**config.mk**
```make
export PLATFORM = sky130hd
export DESIGN_NAME = two_class_fifo_oldest_first_top
export DESIGN_NICKNAME = d
export VERILOG_FILES = /design/src/sv/tcfo_pkg.sv /design/src/sv/tcfo_ram.sv /design/src/sv/tcfo_ctrl.sv /design/src/sv/tcfo_dp.sv /design/src/sv/two_class_fifo_oldest_first_top.sv
export SDC_FILE = /design/constraint.sdc
export NUM_CORES = 1
export LEC_CHECK = 0
export BUFFER_PORTS_ARGS = -buffer_cell sky130_fd_sc_hd__buf_2
export CORE_ASPECT_RATIO = 1.4
export CORE_MARGIN = 5
export CORE_UTILIZATION = 39
export CTS_CLUSTER_SIZE = 14
export DETAILED_ROUTE_END_ITERATION = 12
export SLEW_MARGIN = 20
export SYNTH_ARGS = -nofsm -noshare
export SYNTH_HDL_FRONTEND = slang
export SYNTH_SLANG_ARGS = --single-unit
```
**constraint.sdc**
```tcl
create_clock -name clk -period 4 [get_ports clk]
set_input_delay 0.2 -clock clk [delete_from_list [all_inputs] [get_ports clk]]
set_output_delay 0.2 -clock clk [all_outputs]
set_load 0.02 [all_outputs]
```
**src/sv/tcfo_pkg.sv**
```systemverilog
// ---------------------------------------------------------------------------
// tcfo_pkg
// Shared types and constants for the two-class oldest-first queue.
// ---------------------------------------------------------------------------
package tcfo_pkg;

  localparam int DEPTH      = 16;
  localparam int TAG_BITS   = 16;
  localparam int PTR_BITS   = $clog2(DEPTH);
  localparam int CNT_BITS   = $clog2(DEPTH + 1);
  localparam int STAMP_BITS = $clog2(2 * DEPTH) + 1;
  localparam int ENTRY_BITS = TAG_BITS + STAMP_BITS;

  typedef enum logic [1:0] {
    KIND_PUSH      = 2'd0,
    KIND_POP_ANY   = 2'd1,
    KIND_POP_CLASS = 2'd2,
    KIND_NOP       = 2'd3
  } kind_t;

  typedef enum logic [1:0] {
    ST_OK    = 2'd0,
    ST_EMPTY = 2'd1,
    ST_FULL  = 2'd2
  } status_t;

  typedef enum logic [1:0] {
    S_IDLE,
    S_READ,
    S_EXEC
  } state_t;

  typedef struct packed {
    logic capture;
    logic exec;
  } ctrl_cmd_t;

  typedef struct packed {
    logic out_busy;
  } dp_status_t;

endpackage

```
**src/sv/tcfo_ram.sv**
```systemverilog
// ---------------------------------------------------------------------------
// tcfo_ram
// Generic single-write, single-read RAM with registered read data.
// ---------------------------------------------------------------------------
module tcfo_ram #(
  parameter int WIDTH = 8,
  parameter int DEPTH = 16
) (
  input  logic                     clk,
  input  logic                     we,
  input  logic [$clog2(DEPTH)-1:0] waddr,
  input  logic [WIDTH-1:0]         wdata,
  input  logic [$clog2(DEPTH)-1:0] raddr,
  output logic [WIDTH-1:0]         rdata
);

  logic [WIDTH-1:0] mem [DEPTH];

  always_ff @(posedge clk) begin
    if (we) begin
      mem[waddr] <= wdata;
    end
    rdata <= mem[raddr];
  end

endmodule

```
**src/sv/tcfo_ctrl.sv**
```systemverilog
// ---------------------------------------------------------------------------
// tcfo_ctrl
// Request sequencer: capture, head read, execute and hand off the result.
// ---------------------------------------------------------------------------
module tcfo_ctrl
  import tcfo_pkg::*;
(
  input  logic       clk,
  input  logic       rst,
  input  logic       s_tvalid,
  output logic       s_tready,
  input  dp_status_t dp_status,
  output ctrl_cmd_t  cmd
);

  state_t state;
  state_t state_next;

  always_ff @(posedge clk) begin
    if (rst) begin
      state <= S_IDLE;
    end else begin
      state <= state_next;
    end
  end

  always_comb begin
    state_next = state;
    unique case (state)
      S_IDLE: begin
        if (s_tvalid) state_next = S_READ;
      end
      S_READ: begin
        state_next = S_EXEC;
      end
      S_EXEC: begin
        if (!dp_status.out_busy) state_next = S_IDLE;
      end
      default: begin
        state_next = S_IDLE;
      end
    endcase
  end

  always_comb begin
    s_tready    = 1'b0;
    cmd.capture = 1'b0;
    cmd.exec    = 1'b0;
    unique case (state)
      S_IDLE: begin
        s_tready    = !rst;
        cmd.capture = s_tvalid && !rst;
      end
      S_READ: begin
      end
      S_EXEC: begin
        cmd.exec = !dp_status.out_busy;
      end
      default: begin
      end
    endcase
  end

endmodule

```
**src/sv/tcfo_dp.sv**
```systemverilog
// ---------------------------------------------------------------------------
// tcfo_dp
// Queue datapath: class stores, head/count pointers, arrival stamp, result.
// ---------------------------------------------------------------------------
module tcfo_dp
  import tcfo_pkg::*;
(
  input  logic                clk,
  input  logic                rst,
  input  ctrl_cmd_t           cmd,
  output dp_status_t          dp_status,
  input  logic [1:0]          req_kind,
  input  logic                req_class,
  input  logic [TAG_BITS-1:0] req_tag,
  output logic                out_valid,
  input  logic                out_ready,
  output status_t             out_status,
  output logic                out_class,
  output logic [TAG_BITS-1:0] out_tag
);

  kind_t                 kind_r;
  logic                  class_r;
  logic [TAG_BITS-1:0]   tag_r;

  logic [PTR_BITS-1:0]   head [2];
  logic [CNT_BITS-1:0]   count [2];
  logic [STAMP_BITS-1:0] arrival;

  logic [ENTRY_BITS-1:0] rdata [2];
  logic [PTR_BITS-1:0]   tail [2];
  logic                  we [2];
  logic [ENTRY_BITS-1:0] wdata;

  logic                  empty [2];
  logic                  full_sel;
  logic [STAMP_BITS-1:0] diff;
  logic                  take;
  logic                  sel;
  logic                  push_ok;

  always_ff @(posedge clk) begin
    if (cmd.capture) begin
      kind_r  <= kind_t'(req_kind);
      class_r <= req_class;
      tag_r   <= req_tag;
    end
  end

  for (genvar c = 0; c < 2; c++) begin : g_class
    logic [CNT_BITS:0] tail_sum;

    assign empty[c]  = (count[c] == '0);
    assign tail_sum  = (CNT_BITS + 1)'(head[c]) + (CNT_BITS + 1)'(count[c]);
    assign tail[c]   = (tail_sum >= (CNT_BITS + 1)'(DEPTH))
                       ? PTR_BITS'(tail_sum - (CNT_BITS + 1)'(DEPTH))
                       : PTR_BITS'(tail_sum);
    assign we[c]     = push_ok && (class_r == 1'(c));

    tcfo_ram #(
      .WIDTH (ENTRY_BITS),
      .DEPTH (DEPTH)
    ) u_store (
      .clk   (clk),
      .we    (we[c]),
      .waddr (tail[c]),
      .wdata (wdata),
      .raddr (head[c]),
      .rdata (rdata[c])
    );
  end

  assign wdata    = {tag_r, arrival};
  assign full_sel = (count[class_r] == CNT_BITS'(DEPTH));
  assign diff     = rdata[0][STAMP_BITS-1:0] - rdata[1][STAMP_BITS-1:0];
  assign push_ok  = cmd.exec && (kind_r == KIND_PUSH) && !full_sel;

  always_comb begin
    take = 1'b0;
    sel  = 1'b0;
    unique case (kind_r)
      KIND_POP_ANY: begin
        if (empty[0] && empty[1]) begin
          take = 1'b0;
        end else if (empty[1]) begin
          take = 1'b1;
          sel  = 1'b0;
        end else if (empty[0]) begin
          take = 1'b1;
          sel  = 1'b1;
        end else begin
          take = 1'b1;
          sel  = !diff[STAMP_BITS-1];
        end
      end
      KIND_POP_CLASS: begin
        take = !empty[class_r];
        sel  = class_r;
      end
      default: begin
      end
    endcase
  end

  always_ff @(posedge clk) begin
    if (rst) begin
      head[0] <= '0;
      head[1] <= '0;
      count[0] <= '0;
      count[1] <= '0;
      arrival <= '0;
    end else if (cmd.exec) begin
      if (push_ok) begin
        count[class_r] <= count[class_r] + CNT_BITS'(1);
        arrival        <= arrival + STAMP_BITS'(1);
      end
      if (take) begin
        head[sel]  <= (head[sel] == PTR_BITS'(DEPTH - 1)) ? '0 : head[sel] + PTR_BITS'(1);
        count[sel] <= count[sel] - CNT_BITS'(1);
      end
    end
  end

  always_ff @(posedge clk) begin
    if (rst) begin
      out_valid <= 1'b0;
    end else if (cmd.exec) begin
      out_valid <= 1'b1;
    end else if (out_ready) begin
      out_valid <= 1'b0;
    end
  end

  always_ff @(posedge clk) begin
    if (cmd.exec) begin
      out_status <= ST_OK;
      out_class  <= 1'b0;
      out_tag    <= '0;
      unique case (kind_r)
        KIND_PUSH: begin
          if (full_sel) out_status <= ST_FULL;
        end
        KIND_POP_ANY, KIND_POP_CLASS: begin
          if (take) begin
            out_class <= sel;
            out_tag   <= rdata[sel][ENTRY_BITS-1:STAMP_BITS];
          end else begin
            out_status <= ST_EMPTY;
          end
        end
        default: begin
        end
      endcase
    end
  end

  assign dp_status.out_busy = out_valid && !out_ready;

`ifndef SYNTH
  a_count_range: assert property (@(posedge clk) disable iff (rst)
    count[0] <= CNT_BITS'(DEPTH) && count[1] <= CNT_BITS'(DEPTH))
    else $error("queue count beyond depth");

  a_exec_result: assert property (@(posedge clk) disable iff (rst)
    cmd.exec |=> out_valid)
    else $error("executed request left no result");

  a_stamp_step: assert property (@(posedge clk) disable iff (rst)
    push_ok |=> arrival == $past(arrival) + STAMP_BITS'(1))
    else $error("arrival stamp did not advance on push");

  a_no_overwrite: assert property (@(posedge clk) disable iff (rst)
    cmd.exec |-> !dp_status.out_busy)
    else $error("result register overwritten while stalled");
`endif

endmodule

```
**src/sv/two_class_fifo_oldest_first_top.sv**
```systemverilog
// ---------------------------------------------------------------------------
// two_class_fifo_oldest_first_top
// Two class queues sharing one arrival stamp; pop by class or oldest-first.
// ---------------------------------------------------------------------------
// Usage:
//   Each request on the s_ channel is a push (tag into the queue of its
//   class), a pop of a named class, or a pop of the older of the two heads.
//   Every request returns exactly one result on the m_ channel, carrying a
//   status (ok, empty, full/dropped), the class and the tag of a popped item.
//   A request is taken in the idle state, the queue heads are read from the class
//   RAMs in the read state, and the result is registered at the end of the
//   execute state, which raises m_tvalid.
//   One request is in flight at a time: the next request is not taken until
//   the previous one has left the execute step, and the registered RAM read of
//   the heads comes ahead of that execute step.
//   A new request is accepted while a previous result still waits in the
//   output register; if the receiver stalls, the next result waits in the
//   execute step until the output register frees up.
//   Synchronous reset empties both queues and clears the arrival stamp;
//   store contents are not cleared and their data is never used while empty.
// ---------------------------------------------------------------------------
module two_class_fifo_oldest_first_top
  import tcfo_pkg::*;
(
  input  logic        clk,
  input  logic        rst,
  input  logic        s_tvalid,
  output logic        s_tready,
  input  logic [23:0] s_tdata,   // [0] item_class, [16:1] item_tag, rest zero
  input  logic [1:0]  s_tuser,   // [1:0] kind
  output logic        m_tvalid,
  input  logic        m_tready,
  output logic [23:0] m_tdata,   // [0] out_class, [16:1] out_tag, rest zero
  output logic [1:0]  m_tuser    // [1:0] status
);

  ctrl_cmd_t           cmd;
  dp_status_t          dp_status;
  status_t             out_status;
  logic                out_class;
  logic [TAG_BITS-1:0] out_tag;

  tcfo_ctrl u_ctrl (
    .clk       (clk),
    .rst       (rst),
    .s_tvalid  (s_tvalid),
    .s_tready  (s_tready),
    .dp_status (dp_status),
    .cmd       (cmd)
  );

  tcfo_dp u_dp (
    .clk        (clk),
    .rst        (rst),
    .cmd        (cmd),
    .dp_status  (dp_status),
    .req_kind   (s_tuser),
    .req_class  (s_tdata[0]),
    .req_tag    (s_tdata[TAG_BITS:1]),
    .out_valid  (m_tvalid),
    .out_ready  (m_tready),
    .out_status (out_status),
    .out_class  (out_class),
    .out_tag    (out_tag)
  );

  assign m_tdata = {(24 - TAG_BITS - 1)'(0), out_tag, out_class};
  assign m_tuser = out_status;

endmodule
```
; ---- Yosys cells after proc, flatten, opt, wreduce, memory -nomap -nowiden
; Memories as Yosys holds them, arrays and structs flattened. A register that Yosys moved wholly into a read port is not among the register bits.
; Index checks and enable logic that the tools add are counted.
[word_totals]
regBits = 47
latchBits = 0
mem_bits_rw = 722
romBits = 0
inputBits = 30
memories = 4
[memory_table]
columns = memory, depth, word_bits, rd, rd_clocked_by_memory_dff, write_ports, line_no
row1 = u_dp.g_class[0].u_store.mem, 16, 22, 1, 1, 1, tcfo_ram.sv:17  ; logic [WIDTH-1:0] mem [DEPTH];
row2 = u_dp.g_class[1].u_store.mem, 16, 22, 1, 1, 1, tcfo_ram.sv:17
row3 = u_dp.count, 2, 5, 4, 1, 2, tcfo_dp.sv:27  ; logic [CNT_BITS-1:0] count [2];
row4 = u_dp.head, 2, 4, 3, 0, 2, tcfo_dp.sv:26  ; logic [PTR_BITS-1:0] head [2];
[classes]
addsub = 9
multipliers = 0
div = 0
magnitude_cmp = 4
eq_ne = 8
shift = 0
mux = 50
n_bitwise = 3
reduce_logical = 25
[ops]
columns = operator, n
row1 = $mux 22, 3
row2 = $mux 1, 34
row3 = $mux 4, 4
row4 = $add 4x5->6, 2
row5 = $ge 6x5->1 const B, 2
row6 = $logic_not 5->1, 2
row7 = $mux 5, 2
row8 = $reduce_or 5->1, 2
row9 = $sub 4x1->4 const B, 2
row10 = $logic_and 1x1->1, 7
row11 = $add 6x1->6 const B, 1
row12 = $logic_not 1->1, 6
row13 = $mux 2, 3
row14 = $pmux 2 s3, 1
row15 = $reduce_and 2->1, 3
row16 = $sub 6x6->6, 1
row17 = $add 5x1->5 const B, 1
row18 = $eq 5x5->1 const B, 1
row19 = $sub 5x1->5 const B, 1
row20 = $add 4x1->4 const B, 1
row21 = $eq 2x1->1 const B, 2
row22 = $eq 2x2->1 const B, 2
row23 = $eq 4x4->1 const B, 1
row24 = $ge 2x2->1 const B, 2
row25 = 9 further kinds, 13

; ---- Logic depth before layout (Yosys ltp)
; Gate-level depths: netlist of run 1.
[logic_depth]
depth_word = 13
depth_mapped = 17
ltp_nobuf = 16

; ---- Cells and area by module
; From an unflattened synthesis of run 1, not the netlist that was laid out.
[unflattened]
cells_unflattened = 1483
hier_area_um2 = 31272.5
[modules_own_cells]
columns = module, n_inst, cells_each, area_each_um2, seq_area_each_um2
row1 = tcfo_ram, 2, 583, 13822.0, 11010.6
row2 = tcfo_dp, 1, 299, 3475.8, 1841.8
row3 = tcfo_ctrl, 1, 9, 88.8, 40.0
row4 = two_class_fifo_oldest_first_top, 1, 9, 63.8, 0.0

; ---- Least setup slack after synthesis of run 1
; OpenSTA, ideal clock, no wires.
[synth_timing]
path_kind = flip-flop to flip-flop
from = register u_dp.out_valid
to = memory u_dp.g_class[0].u_store.mem[0][0] (netlist name) (enable)
setup_ns = 0.401
t_arrival_ns = 3.427
required_time_ns = 3.599
path_slack_ns = 0.172
stages_incl_launch_ff = 6
path_buffers = 0
period_less_slack_ns = 3.828
cell_sequence = dfxtp_1 nor2b_1 nor2_1 nand3_1 or4_1 nor2_1
[synth_rtl]
columns = element, line_no
row1 = start: declaration, tcfo_dp.sv:15  ; output logic out_valid,
row2 = start signal: assignment, tcfo_dp.sv:126  ; out_valid <= 1'b0;
row3 = start signal: assignment, tcfo_dp.sv:128  ; out_valid <= 1'b1;
row4 = start signal: assignment, tcfo_dp.sv:130  ; out_valid <= 1'b0;
row5 = end: declaration, tcfo_ram.sv:17

==> impl_metrics.ini, run 1 <==
[timing]
fin_skew_ns = 0.0221
drv_slew = 0
setup_violations = 0
max_slew_margin_pct = 24.1
fin_crit_sh_pct = 88.7
rsz0062_at_grt = false
hold_viol_final = 0
setup_ws_ns = 0.451
tns_ns = 0
fmax_mhz = 282
worst_slew_pin_slew_ns = 1.14
min_period_ns = 3.55

[clock_tree]
post_cts_buffers = 0
cts.htree.levels = 3
clk_latency_ns = 0.62
clkSlewWorstSetupHoldPaths_ns = 0.06
cts.sinks = 814
root_buffer = clkbuf_16
cts_tree = done
cts_buffers = 80
cts_max_path_buffers = 3

[setup_path]
critPathTopFamily = simple AND/OR/NAND/NOR gates
cpPeakStageDelay_ns = 0.60
slowest_stage = or4_4
cp.required_ns = 4.38
path_max_fanout = 6
cp-start-kind = flop
cp_num_buf_inv = 0
path_class = flop to flop
r2r_end = u_dp.count[0][4]
worstPathArrival_ns = 3.93
ff2ff_setup_slack_ns = 0.45
end_kind = flop
crit_top_cell = nand2_1
worstPathCellList = or4_4 -> o2bb2ai_1 -> a31oi_1 -> nand3_1 -> and2_1 -> mux2i_1 -> ha_1 -> nand2_1 -> xnor2_1 -> nand2_1 -> a21oi_1 -> a311o_1 -> and3_1
reg2regPathDepth = 13
reg2reg_from = u_dp.count[0][0]

[final_layout]
layout-drive-gt1-share_pct = 32.1
seqCellArea_mm2 = 0.0239
area_growth_pct = 15.5
fin_nets = 1593
instances_no_fill = 2658
multi_input_area_mm2 = 0.00692
num_antenna_cells = 0
final_common_cell = edfxtp_1
final_cell_area_mm2 = 0.0359
fillers = 6644
final_cell_mix = edfxtp_1 (760), mux4_2 (220), clkbuf_16 (85)

[drt]
num_vias = 14537
wl_per_cell_um = 26.4
dr.first_iter.drc_count = 1437
drcViolationCount = 0
antenna_left = 0
dr.pass1.iters = 5
routed_wirelength_mm = 70.2
vias_per_cell = 5.47

[power_and_ir_drop]
seqPwrFrac_pct = 53.4
peakVddDrop_mv = 0.348
combPwrFrac_pct = 3.3
p_int_mw = 14.1
total_leakage_power_nw = 11.5
clockPowerShare_pct = 43.2
switching_share_pct = 20.0
powerDensity_mw_per_mm2 = 490
p_sw_mw = 3.52
total_power_mw = 17.6

[floorplanning]
dieArea_mm2 = 0.0856
row_count = 122
die_w_um = 249
start_util_pct = 39.3
die_y_um = 344
core_area_mm2 = 0.0791
io-pin-count = 58

[synth]
yosysTopAreaCell = edfxtp_1
synth_seq_area_share_pct = 76.8
ys_types = 59
syn_area_mm2 = 0.0311
dominantRegCellSynth = edfxtp_1
synth_top_area_share_pct = 73.4
synthArstFlopShare_pct = 0
synth.avg_cell_area_um2 = 22.4
synth_warnings = 0
synth.area.top_cells = edfxtp_1 (73%), mux4_2 (16%), dfxtp_1 (3.5%)
ys_seq_elements = 814
syn_inst = 1391
synth-edff-count = 760

[status]
status = finished clean

[place]
preCtsSetupSlack_ns = 0.543
dp.cells = 2483
gp_congestion = 0.834
dpl_cell_area_mm2 = 0.0329
dp_hpwl_mm = 38.8
port-buffer-count = 43

[grt]
grt_max_degree = 93
grt_pass1_vias = 15127
grt_pass1_wl_mm = 103
antenna_found_initial = 0
grt_use_total_pct = 16.3
grt_overflow_total = 0

[min_path]
holdPathEnd = u_dp.tag_r[11]
hold_depth = 2
hp-start = s_tdata[12]
hold_path.class = primary input to flop

[job]
max_cap_violations = 0
-- through the flow --
step                utilization, %  hold WS [ns]
CTS                           45.3         0.257
finish                        45.4         0.293
global route                  45.4         0.282
detailed placement            41.6         0.378
floorplan                        -         0.299
global placement              41.6         0.380
-- power by group through the flow --
stage | Combinational (mW) | Clock [mW] | Sequential [mW]
2_1_floorplan | 0.402 | 0 | 9.54
5_1_grt | 0.635 | 8.15 | 9.40
3_5_place_dp | 0.550 | 0 | 9.60
6_report | 0.588 | 7.60 | 9.40
3_3_place_gp | 0.545 | 0 | 9.59
4_1_cts | 0.570 | 7.78 | 9.42
-- worst max path at each step --
stage | startpoint | to | slack (ns) | cells after the start
finish | u_dp.count[0][0] | u_dp.count[0][4] | 0.45 | 13
global route | u_dp.count[0][0] | u_dp.count[0][4] | 0.30 | 13
CTS | u_dp.count[0][0] | u_dp.count[0][4] | 0.53 | 13
detailed placement | u_dp.count[0][0] | u_dp.count[0][4] | 0.54 | 13
global placement | u_dp.count[0][0] | u_dp.count[0][4] | 0.57 | 13
floorplan | u_dp.out_valid | u_dp.g_class[0].u_store.mem[0][0] | 0.17 | 5
-- final cells by class --
| cell class | count | share of cell area [%] |
|---|---|---|
| Clock inverter | 35 | 1.10 |
| Clock buffer | 109 | 6.31 |
| Timing Repair Buffer | 134 | 2.97 |
| Sequential cell | 814 | 66.5 |
| Inverter | 16 | 0.167 |
| Multi-Input combinational cell | 496 | 19.3 |
| Tap cell | 1054 | 3.67 |
-- kinds of logic after synthesis --
| family | share of synthesized area [%] |
|---|---|
| muxes | 16.2 |
| and+or+nand+nor | 2.36 |
| xor gates and xnor gates | 0.619 |
| DFF | 76.8 |
| adders and majority gates | 0.893 |
| AOI/OAI and AO/OA | 1.80 |
| other | 0.0121 |
| buffers and inverters | 1.27 |
-- registers in the layout, summed over array words and instances (netlist names), named ones only --
name,cells
u_dp.count,10
u_dp.class_r,1
u_ctrl.state,2
u_dp.out_status,2
u_dp.out_valid,1
u_dp.g_class.u_store.rdata,44
u_dp.kind_r,2
u_dp.out_class,1
u_dp.tag_r,16
u_dp.arrival,6
u_dp.out_tag,16
u_dp.g_class.u_store.mem,704
u_dp.head,8
-- cells in the mapped netlist (2+ instances only) --
master       n
a2111oi_1    2
a211o_1      2
a21o_1       4
a21oi_1     16
a311o_1      2
a31oi_1      5
and2_1      10
and3_1       4
buf_1       13
buf_2       13
buf_4        8
buf_6        3
clkbuf_1    34
dfxtp_1     54
edfxtp_1   760
fa_1         2
ha_1        19
inv_1       16
mux2i_1      8
mux4_2     220
nand2_1     32
nand2_2      3
nand3_1      3
nand3b_1     2
nand4_1      3
nand4b_1     2
nor2_1      62
nor2b_1      6
nor3_1       7
nor3b_1      2
o21ai_0      7
o221a_2     16
o31ai_1      3
or3_1        2
or4_1        2
xnor2_1     13
xor2_1       9
-- timing repair --
item / in CTS / in global routing
gates resized for setup: 0 / 0
hold endpoints to repair: 29 / 0
endpoints found under the setup margin: 0 / 0
hold buffers: 23 / 0
-- metal layers --
| layer | share of wire (%) | GRT usage, % | vias to the layer above |
|---|---|---|---|
| met2 | 51 | 28.1 | 445 |
| met5 | 0 | 0 | - |
| met4 | 2.6 | 4.70 | 0 |
| li1 | - | - | 6103 |
| met3 | 4.9 | 2.51 | 106 |
| met1 | 41 | 21.6 | 7883 |
No activity file was read; power rests on OpenSTA's default activity.
==> run 2: changes to the inputs <==
--- a/config.mk
+++ b/config.mk
@@ -14,4 +14,5 @@
 export SLEW_MARGIN = 20
 export SYNTH_ARGS = -nofsm -noshare
 export SYNTH_HDL_FRONTEND = slang
+export SYNTH_HIERARCHICAL = 1
 export SYNTH_SLANG_ARGS = --single-unit
==> run 2 against run 1 <==
Sequential power about the same. Global-route usage decreased by 0.77 points. Via count decreased by 0.23%. Hold slack got worse by 0.0031 ns. Synthesized cell count increased by 6.6%. Cell count increased by 3.4%. Maximum frequency increased by 8.6%. Flip-flop and latch count unchanged. Synthesized area increased by 0.51%. Largest power group unchanged. Critical path depth decreased by 5.
==> impl_metrics.ini, run 2 <==
[synth]
synth.avg_cell_area_um2 = 21.1
synthArstFlopShare_pct = 0
synth_seq_area_share_pct = 76.4
synth_warnings = 6
ys_types = 62
synth.area.top_cells = edfxtp_1 (73%), mux4_2 (13%), dfxtp_1 (3.5%)
synth_top_area_share_pct = 73.0
dominantRegCellSynth = edfxtp_1
ys_seq_elements = 814
synth-edff-count = 760
yosysTopAreaCell = edfxtp_1
synth_common_cells = edfxtp_1 (760), mux4_2 (176), nor2_1 (69), nand2_1 (64), dfxtp_1 (54)
synth.most_common_cell = edfxtp_1
syn_inst = 1483
syn_area_mm2 = 0.0313

[clock_tree]
cts_max_path_buffers = 3
cts_tree = done
cts.sinks = 814
cts_buffers = 76
ctsResizeCount = 0
cts.htree.levels = 3
post_cts_buffers = 0
clkSlewWorstSetupHoldPaths_ns = 0.06
clk_latency_ns = 0.63
root_buffer = clkbuf_16

[job]
max_cap_violations = 0

[final_layout]
fin_nets = 1677
largest_register_ffs = 704
layout-drive-gt1-share_pct = 29.3
area_growth_pct = 14.7
seqCellArea_mm2 = 0.0239
num_antenna_cells = 0
fillers = 6759
final_cell_mix = edfxtp_1 (760), mux4_2 (176), clkbuf_16 (77)
reg.largest.list = u_dp/g_class.u_store/mem x704, u_dp/g_class.u_store/rdata x44
final_cell_area_mm2 = 0.0359
multi_input_area_mm2 = 0.00701
max_flop_register = u_dp/g_class.u_store/mem
final_common_cell = edfxtp_1

[timing]
rsz0062_at_grt = false
max_slew_margin_pct = 28.4
drv_slew = 0
setup_violations = 0
fin_skew_ns = 0.0310
holdWs_ns = 0.290
fin_crit_sh_pct = 81.7
tns_ns = 0
fmax_mhz = 306
min_period_ns = 3.27
worst_slew_pin_slew_ns = 1.07
hold_viol_final = 0

[min_path]
hold_path.class = primary input to flop

[place]
dp_hpwl_mm = 38.8
port-buffer-count = 43
dpl_cell_area_mm2 = 0.0331
gp_congestion = 0.796

[drt]
antenna_left = 0
wl_per_cell_um = 24.5
drcViolationCount = 0
dr.pass1.iters = 5
dr.first_iter.drc_count = 1137
routed_wirelength_mm = 67.4
vias_per_cell = 5.28
num_vias = 14503

[setup_path]
slowest_stage = edfxtp_1
path_class = flop to flop
worstPathArrival_ns = 3.54
cpPeakStageDelay_ns = 0.58
worstPathCellList = mux2i_1 -> ha_1 -> nand3_1 -> and3_1 -> and2_1 -> or3b_2 -> nor3_4 -> buf_4
end_kind = flop
path_max_fanout = 22
cp-start-kind = flop
cp.required_ns = 4.28

[power_and_ir_drop]
combPwrFrac_pct = 3.3
p_int_mw = 13.5
switching_share_pct = 20.6
seqPwrFrac_pct = 55.3
p_sw_mw = 3.49
clockPowerShare_pct = 41.4
total_power_mw = 17.0
peakVddDrop_mv = 0.261
powerDensity_mw_per_mm2 = 474
total_leakage_power_nw = 11.7

[floorplanning]
start_util_pct = 39.1
die_y_um = 345
row_count = 123
die_w_um = 249
io-pin-count = 58
core_area_mm2 = 0.0800
dieArea_mm2 = 0.0860

[grt]
grt_overflow_total = 0
antenna_found_initial = 0
grt_max_degree = 93
grt_pass1_wl_mm = 100
grt_pass1_vias = 15629
grt_use_total_pct = 15.5

[status]
status = finished clean
## run 2: cell families after synthesis
family / share of synthesized area [%]
other: 0.0120
AO/OA/AOI/OAI: 4.24
AND/OR/NAND/NOR: 3.03
flip-flops: 76.4
buffers and inverters: 1.78
multiplexers: 13.0
XOR/XNOR: 0.588
adder cells (fa/ha/maj): 0.888
## run 2: power groups by stage
stage / registers [mW] / logic [mW] / clock network [mW]
6_report: 9.39 / 0.558 / 7.03
5_1_grt: 9.40 / 0.605 / 7.55
4_1_cts: 9.41 / 0.548 / 7.22
3_5_place_dp: 9.59 / 0.529 / 0
3_3_place_gp: 9.58 / 0.525 / 0
2_1_floorplan: 9.54 / 0.387 / 0
## run 2: worst max-delay path: cells and delay by family (launching register included)
family / cells / cell delay [ns]
and+or+nand+nor: 5 / 1.51
DFF: 1 / 0.58
buffers and inverters: 1 / 0.37
adders and majority gates: 1 / 0.24
muxes: 1 / 0.21
## run 2: layer usage
metal	vias up	GRT usage, %	part of all wire [%]
met2	332	28.7	55
met5	-	0	0
li1	6358	-	-
met4	0	5.65	3.1
met1	7709	18.3	38
met3	104	2.15	3.9
## run 2: final cells by class
type | instances | share of cell area, %
Timing Repair Buffer | 133 | 3.11
Tap cell | 1062 | 3.71
Inverter | 20 | 0.209
Multi-Input combinational cell | 581 | 19.6
Sequential cell | 814 | 66.7
Clock inverter | 41 | 1.09
Clock buffer | 98 | 5.68
## run 2: repair_timing
| item | CTS | global route |
|---|---|---|
| setup endpoints to repair | 0 | 0 |
| hold buffers | 23 | 0 |
| hold endpoints to repair | 29 | 0 |
## run 2: final timing paths
kind                     from                                  to  slack, ns  depth (start not counted)
max          u_dp/count[1][0]  u_dp/g_class[1].u_store/mem[0][18]       0.73                          8
min                s_tdata[3]                       u_dp/tag_r[2]       0.29                          2
max reg2reg  u_dp/count[1][0]  u_dp/g_class[1].u_store/mem[0][18]       0.73                          8
min reg2reg   u_ctrl/state[0]                     u_ctrl/state[1]       0.54                          2
## run 2: stage by stage
step / utilization [%] / setup WS, ns / instances
2_1_floorplan: - / -0.0237 / 1489
3_3_place_gp: 41.4 / 0.753 / 2581
3_5_place_dp: 41.4 / 0.740 / 2581
4_1_cts: 44.7 / 0.709 / 2743
5_1_grt: 44.8 / 0.546 / 2749
6_report: 44.8 / 0.732 / 2749
==> run 3: changes to the inputs <==
==> constraint.sdc (replaced) <==
create_clock -name clk -period 2.9 [get_ports clk]
set_input_delay 0.145 -clock clk [delete_from_list [all_inputs] [get_ports clk]]
set_output_delay 0.145 -clock clk [all_outputs]
set_load 0.02 [all_outputs]
==> run 3 against run 2 <==
Total power up 40%. Critical path depth rose by 1. Combinational power up 45%. Largest cell class unchanged. Maximum frequency is 18% higher. Hold slack got worse by 0.053 ns. Clock skew shrank 0.013 ns. Non-clock buffer count is 27 higher. Cell count grew 0.95%.
==> impl_metrics.ini, run 3 (synthesis gave the netlist of run 2 again) <==
[status]
status = finished clean

[clock_tree]
cts_buffers = 76
root_buffer = clkbuf_16
clk_latency_ns = 0.62
cts_max_path_buffers = 3
cts.sinks = 814
cts_tree = done
cts.htree.levels = 3
clkSlewWorstSetupHoldPaths_ns = 0.07

[place]
gp_congestion = 0.793
dp_hpwl_mm = 38.8
preCtsSetupSlack_ns = 0.0280
port-buffer-count = 43

[timing]
setup_violations = 0
min_period_ns = 2.77
drv_slew = 0
hold_viol_final = 0
max_slew_margin_pct = 25.6
fin_skew_ns = 0.0182
worst_slew_pin_slew_ns = 1.12
rsz0062_at_grt = false
fin_crit_sh_pct = 95.4
fmax_mhz = 362
setup_ws_ns = 0.135

[setup_path]
cp-start-kind = flop
ff2ff_setup_slack_ns = 0.13
cp.required_ns = 3.20
crit_cells = 9
path_class = flop to flop
reg2regPathDepth = 9
worstPathCellList = nor4_4 -> buf_4 -> a31oi_4 -> o221ai_4 -> nor3b_2 -> nor3b_2 -> o21ai_1 -> a21boi_4 -> nand2b_1
worstPathArrival_ns = 3.06
end_kind = flop
cpPeakStageDelay_ns = 0.55
path_max_fanout = 7
critPathTopFamily = simple AND/OR/NAND/NOR gates
slowest_stage = edfxtp_1
crit_top_cell = nor3b_2
cp_num_buf_inv = 1

[floorplanning]
core_area_mm2 = 0.0800
io-pin-count = 58
die_y_um = 345
row_count = 123
die_w_um = 249
start_util_pct = 39.1
dieArea_mm2 = 0.0860

[drt]
routed_wirelength_mm = 67.8
num_vias = 14695
antenna_left = 0
drcViolationCount = 0
dr.pass1.iters = 5
vias_per_cell = 5.30
wl_per_cell_um = 24.4
dr.first_iter.drc_count = 1327

[final_layout]
fillers = 6724
num_antenna_cells = 0
fin_nets = 1704
layout-drive-gt1-share_pct = 31.1
final_common_cell = edfxtp_1
reg.largest.list = u_dp/g_class.u_store/mem x704, u_dp/g_class.u_store/rdata x44
final_cell_mix = edfxtp_1 (760), mux4_2 (176), clkbuf_16 (79)
max_flop_register = u_dp/g_class.u_store/mem
largest_register_ffs = 704
area_growth_pct = 17.2

[grt]
grt_pass1_vias = 15859
grt_use_total_pct = 15.6
grt_overflow_total = 0
grt_pass1_wl_mm = 102
antenna_found_initial = 1
grt_max_degree = 93

[power_and_ir_drop]
total_leakage_power_nw = 11.9
peakVddDrop_mv = 0.399
powerDensity_mw_per_mm2 = 647
total_power_mw = 23.7

[job]
max_cap_violations = 0

[min_path]
hold_depth = 2
hold_path.class = primary input to flop
==> run 3: stage by stage <==
stage	instance area (um2)	util, %	setup TNS, ns	hold WS, ns	std cells
6_report	36700	45.8	0	0.237	2775
5_1_grt	36700	45.8	0	0.223	2775
4_1_cts	36500	45.6	0	0.196	2764
3_5_place_dp	33800	42.2	0	0.323	2603
3_3_place_gp	33800	42.2	0	0.323	2603
2_1_floorplan	31600	-	-30.34	0.214	1489
==> run 3: path summary, 6_finish.rpt <==
kind	startpoint	end
max	u_dp/count[1][2]	u_dp/count[0][4]
min	s_tdata[1]	u_dp/tag_r[0]
max reg2reg	u_dp/count[1][2]	u_dp/count[0][4]
min reg2reg	u_dp/arrival[5]	u_dp/arrival[5]
==> run 3: final cells by class <==
class,count,area [um2],area share (%)
flip-flops and latches,814,23900,65.2
multi-input cells,581,7220,19.7
clock buffers,107,2120,5.79
repair buffers,160,1660,4.52
well taps,1062,1330,3.63
clock inverters,31,348,0.949
inverters,20,75.1,0.205
==> run 3: worst reg2reg max path, stage by stage (launching register included) <==
cell,delay [ns]
edfxtp_1,0.55
nor4_4,0.39
buf_4,0.19
a31oi_4,0.10
o221ai_4,0.25
nor3b_2,0.09
nor3b_2,0.37
o21ai_1,0.13
a21boi_4,0.17
nand2b_1,0.21
==> run 3: per-layer routing <==
| layer | track usage [%] | up-vias | part of all wire (%) |
|---|---|---|---|
| li1 | - | 6430 | - |
| met1 | 19.1 | 7919 | 39 |
| met5 | 0 | - | 0 |
| met2 | 28.9 | 268 | 55 |
| met3 | 2.05 | 78 | 3.4 |
| met4 | 4.93 | 0 | 2.3 |
==> run 3: what timing repair did <==
action,CTS,global route
setup endpoints to repair,0,5
buffers inserted,0,4
hold endpoints to repair,29,0
hold buffers,23,0
gates resized for setup,0,11
==> run 3: where the power goes <==
group / internal [mW] / switching (mW)
logic: 0.346 / 0.464
clock network: 5.69 / 4.25
registers: 12.8 / 0.123
